`config.mk`:
```
export PLATFORM = sky130hd
export DESIGN_NAME = ovn_ctrl
export DESIGN_NICKNAME = d
export VERILOG_FILES = /design/src/rtl/ovn_pkg.sv /design/src/rtl/ovn_ctrl.sv
export SDC_FILE = /design/constraint.sdc
export NUM_CORES = 1
export LEC_CHECK = 0
export ABC_AREA = 0
export BUFFER_PORTS_ARGS = -buffer_cell sky130_fd_sc_hd__buf_4
export CAP_MARGIN = 20
export CORE_MARGIN = 5
export CORE_UTILIZATION = 57
export DETAILED_ROUTE_END_ITERATION = 8
export PLACE_DENSITY = 0.81
export SLEW_MARGIN = 10
export SYNTH_ARGS = -nofsm -noshare
export SYNTH_HDL_FRONTEND = slang
export SYNTH_SLANG_ARGS = --single-unit
```
`constraint.sdc`:
```
create_clock -name clk -period 4.41 [get_ports clk]
set_input_delay 0.6615 -clock clk [delete_from_list [all_inputs] [get_ports clk]]
set_output_delay 0.6615 -clock clk [all_outputs]
set_load 0.01 [all_outputs]
```
`src/rtl/ovn_pkg.sv`:
```
// Package: shared types, constants and the blend function of the 3D value noise block.
package ovn_pkg;

	localparam int MAX_OCTAVES_DEF     = 8;
	localparam int COORD_FRAC_BITS_DEF = 8;

	// octave counter width, sized for the largest octave count supported
	localparam int OCT_W = 5;
	localparam int DVS_W = 40;
	localparam int REM_W = DVS_W + 1;
	localparam int NB_W  = 7;

	// quotient bits per divide kind
	localparam logic [NB_W-1:0] NB_RES = 7'd24;
	localparam logic [NB_W-1:0] NB_IDX = 7'd50;
	localparam logic [NB_W-1:0] NB_FRC = 7'd17;
	localparam logic [NB_W-1:0] NB_FIN = 7'd40;

	localparam logic [7:0] CFG_OCTAVES = 8'd0;
	localparam logic [7:0] CFG_PERSIST = 8'd1;
	localparam logic [7:0] CFG_LACUN   = 8'd2;
	localparam logic [7:0] CFG_BASERES = 8'd3;
	localparam logic [7:0] CFG_SEED    = 8'd4;

	localparam logic [31:0] HASH_K_LO = 32'h7f4a7c15;
	localparam logic [31:0] HASH_K_HI = 32'h9e3779b9;
	localparam logic [31:0] HASH_M2   = 32'h27d4eb2d;
	localparam logic signed [27:0] PRIME_X = 28'sd73856093;
	localparam logic signed [27:0] PRIME_Y = 28'sd19349663;
	localparam logic signed [27:0] PRIME_Z = 28'sd83492791;
	localparam logic [63:0] OFFS_X = 64'd54209;
	localparam logic [63:0] OFFS_Y = 64'd129871;
	localparam logic [63:0] OFFS_Z = 64'd82731;

	typedef enum logic [3:0] {
		ST_IDLE, ST_SEED_MUL, ST_SEED_ADD, ST_OCT_SCALE, ST_DIV_GO, ST_DIV_WAIT,
		ST_HASH, ST_HASH_WAIT, ST_ACCUM, ST_FIN_GO, ST_FIN_WAIT, ST_OUT_WAIT
	} state_t;

	typedef enum logic [2:0] {
		DS_RES, DS_IX, DS_IY, DS_IZ, DS_FX, DS_FY, DS_FZ, DS_FIN
	} div_sel_t;

	typedef struct packed {
		logic     load;
		logic     seed_mul;
		logic     seed_add;
		logic     scale;
		logic     div_start;
		div_sel_t div_sel;
		logic     hash_issue;
		logic [2:0] corner;
		logic     accum;
		logic     out_load;
	} cmd_t;

	typedef struct packed {
		logic div_done;
		logic lat_done;
		logic out_busy;
		logic [OCT_W-1:0] oct_n;
	} status_t;

	// floor((a*(65536-t) + b*t) / 65536)
	function automatic logic [15:0] blend16(input logic [15:0] a, input logic [15:0] b,
			input logic [15:0] t);
		logic [32:0] pa;
		logic [32:0] pb;
		logic [32:0] s;
		pa = 33'(a) * 33'(17'h10000 - {1'b0, t});
		pb = 33'(b) * 33'(t);
		s  = pa + pb;
		return s[31:16];
	endfunction

endpackage

```
`src/rtl/ovn_ctrl.sv`:
```
// Controller: sequences seed setup, octaves, divides, corner hashing and the final divide.
module ovn_ctrl
	import ovn_pkg::*;
(
	input  logic    clk,
	input  logic    arst_n,
	input  logic    s_tvalid,
	output logic    s_tready,
	input  status_t st,
	output cmd_t    cmd
);

	state_t          state_q, state_d;
	div_sel_t        sel_q;
	logic [2:0]      corner_q;
	logic [OCT_W-1:0] oct_q;

	always_comb begin
		state_d = state_q;
		case (state_q)
			ST_IDLE:      if (s_tvalid) state_d = ST_SEED_MUL;
			ST_SEED_MUL:  state_d = ST_SEED_ADD;
			ST_SEED_ADD:  state_d = ST_OCT_SCALE;
			ST_OCT_SCALE: state_d = ST_DIV_GO;
			ST_DIV_GO:    state_d = ST_DIV_WAIT;
			ST_DIV_WAIT:  if (st.div_done) state_d = (sel_q == DS_FZ) ? ST_HASH : ST_DIV_GO;
			ST_HASH:      if (corner_q == 3'd7) state_d = ST_HASH_WAIT;
			ST_HASH_WAIT: if (st.lat_done) state_d = ST_ACCUM;
			ST_ACCUM:     state_d = (oct_q + OCT_W'(1) == st.oct_n) ? ST_FIN_GO : ST_OCT_SCALE;
			ST_FIN_GO:    state_d = ST_FIN_WAIT;
			ST_FIN_WAIT:  if (st.div_done) state_d = ST_OUT_WAIT;
			ST_OUT_WAIT:  if (!st.out_busy) state_d = ST_IDLE;
			default:      state_d = ST_IDLE;
		endcase
	end

	always_ff @(posedge clk or negedge arst_n) begin
		if (!arst_n) begin
			state_q  <= ST_IDLE;
			sel_q    <= DS_RES;
			corner_q <= '0;
			oct_q    <= '0;
		end else begin
			state_q <= state_d;
			if (state_q == ST_OCT_SCALE)
				sel_q <= DS_RES;
			else if (state_q == ST_DIV_WAIT && st.div_done && sel_q != DS_FZ)
				sel_q <= div_sel_t'(sel_q + 3'd1);
			if (state_q == ST_HASH)
				corner_q <= corner_q + 3'd1;
			if (state_q == ST_IDLE)
				oct_q <= '0;
			else if (state_q == ST_ACCUM)
				oct_q <= oct_q + OCT_W'(1);
		end
	end

	always_comb begin
		cmd         = '0;
		cmd.div_sel = sel_q;
		cmd.corner  = corner_q;
		case (state_q)
			ST_IDLE:      cmd.load = s_tvalid;
			ST_SEED_MUL:  cmd.seed_mul = 1'b1;
			ST_SEED_ADD:  cmd.seed_add = 1'b1;
			ST_OCT_SCALE: cmd.scale = 1'b1;
			ST_DIV_GO:    cmd.div_start = 1'b1;
			ST_HASH:      cmd.hash_issue = 1'b1;
			ST_ACCUM:     cmd.accum = 1'b1;
			ST_FIN_GO: begin
				cmd.div_start = 1'b1;
				cmd.div_sel   = DS_FIN;
			end
			ST_FIN_WAIT:  cmd.div_sel = DS_FIN;
			ST_OUT_WAIT:  cmd.out_load = !st.out_busy;
			default: ;
		endcase
	end

	assign s_tready = (state_q == ST_IDLE);

endmodule

```
==> summary.md <==
| Metric | Value |
|---|---|
| Outcome | completed |
| Placed wire-length estimate | 1881 um |
| Number of top-level pins | 26 |
| Final cycle utilization of the critical path | about 53% |
| Worst r2r src | oct_q[0]$_DFFE_PN0P_ |
| Max-slew headroom | 67.51% |
| Ys async rst share | 100.0% |
| Layout Skew | between 2 and 2.5 ps |
| Antenna violations before repair | 0 |
| IO buf count | 25 |
| Psw | 0.0003745 W |
| Die area | roughly 3000 sq um |
| Int Pwr | 0.0004508 W |
| DRT Pass-1 Iters | 4 |
| GPL Wtd Cong | 0.8815 |
| Clock Power Share | 9.8% |
| DR WL/cell | approximately 14 um |
| Final Slew Violations | 0 |
| EDFF count, synth | 0 |
| Worst setup SP type | flip-flop |
| Antenna diode count | 0 |
| Final TNS setup | 0 ps |
| Flop pwr share | 34.5% |
| R2R Setup Slk | 2560 ps |
| P per Cell Area | 615.9 nW/um^2 |
| Largest net degree at the start of global routing | 17 |
| Cells after synthesis | 122 |
| CTS resizes | 0 |
| Residual DRC | 0 |
| Vert. Die Dim | 54.67 um |
| Worst-Margin Slew | 487.3 ps |
| Num rows | 16 |
| Die Width | 54.67 um |
| VDD IR-drop max | 0.0002955 V |
| Setup Fix Bufs, Post-CTS | 0 |
| Cts hold-fix bufs | 0 |
| Area of the core | 1922 sq um |
| Critical path required time | 3750 ps |
| GRT met3 Usage | 3.815% |
| Hold WC Path Type | in -> async |
| Max-cap viol count | 0 |
| Global-route wire length before repair | 3967 um |
| GR Util met2 | 29.33% |
| End of the critical path | cmd[9] |
| Fmax | 426.1 MHz |
| Yosys Warn Count | 0 |
| CP arrival | 1690 ps |
| Worst-path maximum fanout | 13 |
| Crit Path Category | reg -> out |
| CTS tree | yes |
| Leak | 0.6337 nW |
| Placed cells | 169 |
| Fill count | 169 |
| Clock transition at path regs | ~90 ps |
| Maximum clock path buffer count | 2 |
| Layout cells sized above 1 | slightly below 30% |
| CTS H-tree depth | 1 |
| Syn avg cell area | 9.322 sq um |
| Clk sinks | 15 |
| Worst reg-to-reg path cell count | 6 |
| Final setup fails | 0 |
| Initial DRC Count | 10 |
| Most crowded layer after global routing | met2 |
| Crit. End Element | primary output |
| Grt total ovfl | 0 |
| Main flop type after synthesis | dfrtp_1 |
| RSZ-0062 raised after global routing | no |
| Initial core utilization | 59.18% |
| Clk_lat worst skew | 290 ps |
| Area grow syn2layout | 17.82% |
| Root Buffer | clkbuf_4 |
| Final Hold Vio Count | 0 |
| Syn_nets | approximately 140 |
| Net Sw Frac | 45.38% |
| Reg2reg end | state_q[3]$_DFFE_PN0P_ |
| Remaining antenna violation count after routing | 0 |
| Global Route Usage Sum | between 10% and 20% |
| Commonest non-fill, non-tap cell in the layout | buf_4 |
| DR vias/cell | 5.491 |
| Cell Area, Synth | between 1000 and 1500 sq um |
| M1 GR Usage | 24.04% |
| Num CTS Buffers | 3 |
| Seq/Total Area, Yosys | between 30% and 40% |
| Minimum clock period after layout | approximately 2300 ps |
| CP startpoint | state_q[2]$_DFFE_PN0P_ |
| Combinational share of power | a little under three fifths |
| Unique cell type count in the Yosys netlist | 45 |
| Vias in the first global route | 904 |
| DRT Wirelength | between 2000 and 2500 um |
| Post-layout net count | 163 |
| Total vias in the final route | 950 |
| FF+latch count, synth | 15 |
| Cell Count, Final, Fillers Out | about 170 |
| Most frequent cells in the layout | 25 x buf_4, 15 x dfrtp_1, 14 x nand2_1 |
-- worst min-delay path by stage --
stage,startpoint,to,slack [ps],depth (start not counted)
2_1_floorplan,arst_n,corner_q[0]$_DFFE_PN0P_,370,0
3_3_place_gp,oct_q[1]$_DFFE_PN0P_,oct_q[1]$_DFFE_PN0P_,520,2
3_5_place_dp,arst_n,oct_q[3]$_DFFE_PN0P_,530,1
4_1_cts,arst_n,oct_q[3]$_DFFE_PN0P_,210,1
5_1_grt,arst_n,oct_q[3]$_DFFE_PN0P_,210,1
6_report,arst_n,oct_q[4]$_DFFE_PN0P_,210,1
-- layout make-up --
cell class | instances | area [sq um] | share of cell area, %
Multi-Input combinational cell | 94 | 685.7 | 51.17
Sequential cell | 15 | 375.4 | 28.01
Timing Repair Buffer | 25 | 187.7 | 14.01
Tap cell | 27 | 33.78 | 2.521
Inverter | 8 | 30.03 | 2.241
Clock buffer | 3 | 22.52 | 1.681
Clock inverter | 1 | 5.005 | 0.3735
-- cell families (layout without fill, tap and decap cells) --
kind of cell    Yosys count  in the layout  synth area share [%]
simple gates             48             48                 23.43
compound gates           27             27                 19.25
flops                    15             15                 33.00
buf+inv                  13             37                 6.710
xor+xnor                  9              9                 6.931
fa+ha+maj                 5              5                 5.501
mux                       5              5                 5.170
-- critical path, cell delays in order, from the launching register on --
cell and delay (ps):
dfrtp_1 610, or2b_2 390, nor2_1 100, a21oi_1 50, nor2_1 110, buf_4 130
-- metrics by stage --
step           hold slack [ps]  instance area [sq um]  util, %  total power, W  worst slack, ps
2_1_floorplan            365.9                   1137        -       0.0006152             2424
3_3_place_gp             517.1                   1313    68.29       0.0007293             2427
3_5_place_dp             526.8                   1313    68.29       0.0007474             2384
4_1_cts                  212.1                   1340    69.73       0.0008299             2063
5_1_grt                  206.8                   1340    69.73       0.0008948             1907
6_report                 207.8                   1340    69.73       0.0008253             2063
-- state kept, by name, summed over array words and instances (netlist names) --
| name | flops |
|---|---|
| corner_q | 3 |
| sel_q | 3 |
| state_q | 4 |
| oct_q | 5 |
-- metal layers --
metal | part of all wire [%] | vias to the layer above
met2 | 46 | 33
met3 | 7.7 | 4
met5 | 0 | -
li1 | - | 475
met1 | 45 | 438
met4 | 1.4 | 0
-- synthesized netlist by cell type (2+ instances only) --
library cell / n / area share [%]
buf_2: 2 / 0.88
nor2_2: 2 / 1.1
nor2_1: 9 / 3.0
nor3_1: 3 / 1.3
buf_6: 2 / 2.0
inv_1: 8 / 2.6
o22ai_1: 2 / 1.1
ha_1: 5 / 5.5
a21oi_1: 4 / 1.8
nand3_1: 4 / 1.8
nand2_1: 14 / 4.6
nand2b_1: 4 / 2.2
xnor2_1: 3 / 2.3
o21ai_0: 8 / 3.5
mux2_2: 2 / 2.0
dfrtp_1: 15 / 33
xor2_1: 6 / 4.6
nand4bb_1: 2 / 2.0
-- power groups by stage --
| stage | Sequential, W | Clock (W) | Combinational, W |
|---|---|---|---|
| finish | 0.000285 | 0.0000810 | 0.000459 |
| global route | 0.000298 | 0.0000899 | 0.000507 |
| CTS | 0.000283 | 0.0000826 | 0.000464 |
| detailed placement | 0.000285 | 0 | 0.000462 |
| global placement | 0.000281 | 0 | 0.000448 |
| floorplan | 0.000233 | 0 | 0.000382 |
No activity file was read; power rests on OpenSTA's default activity.
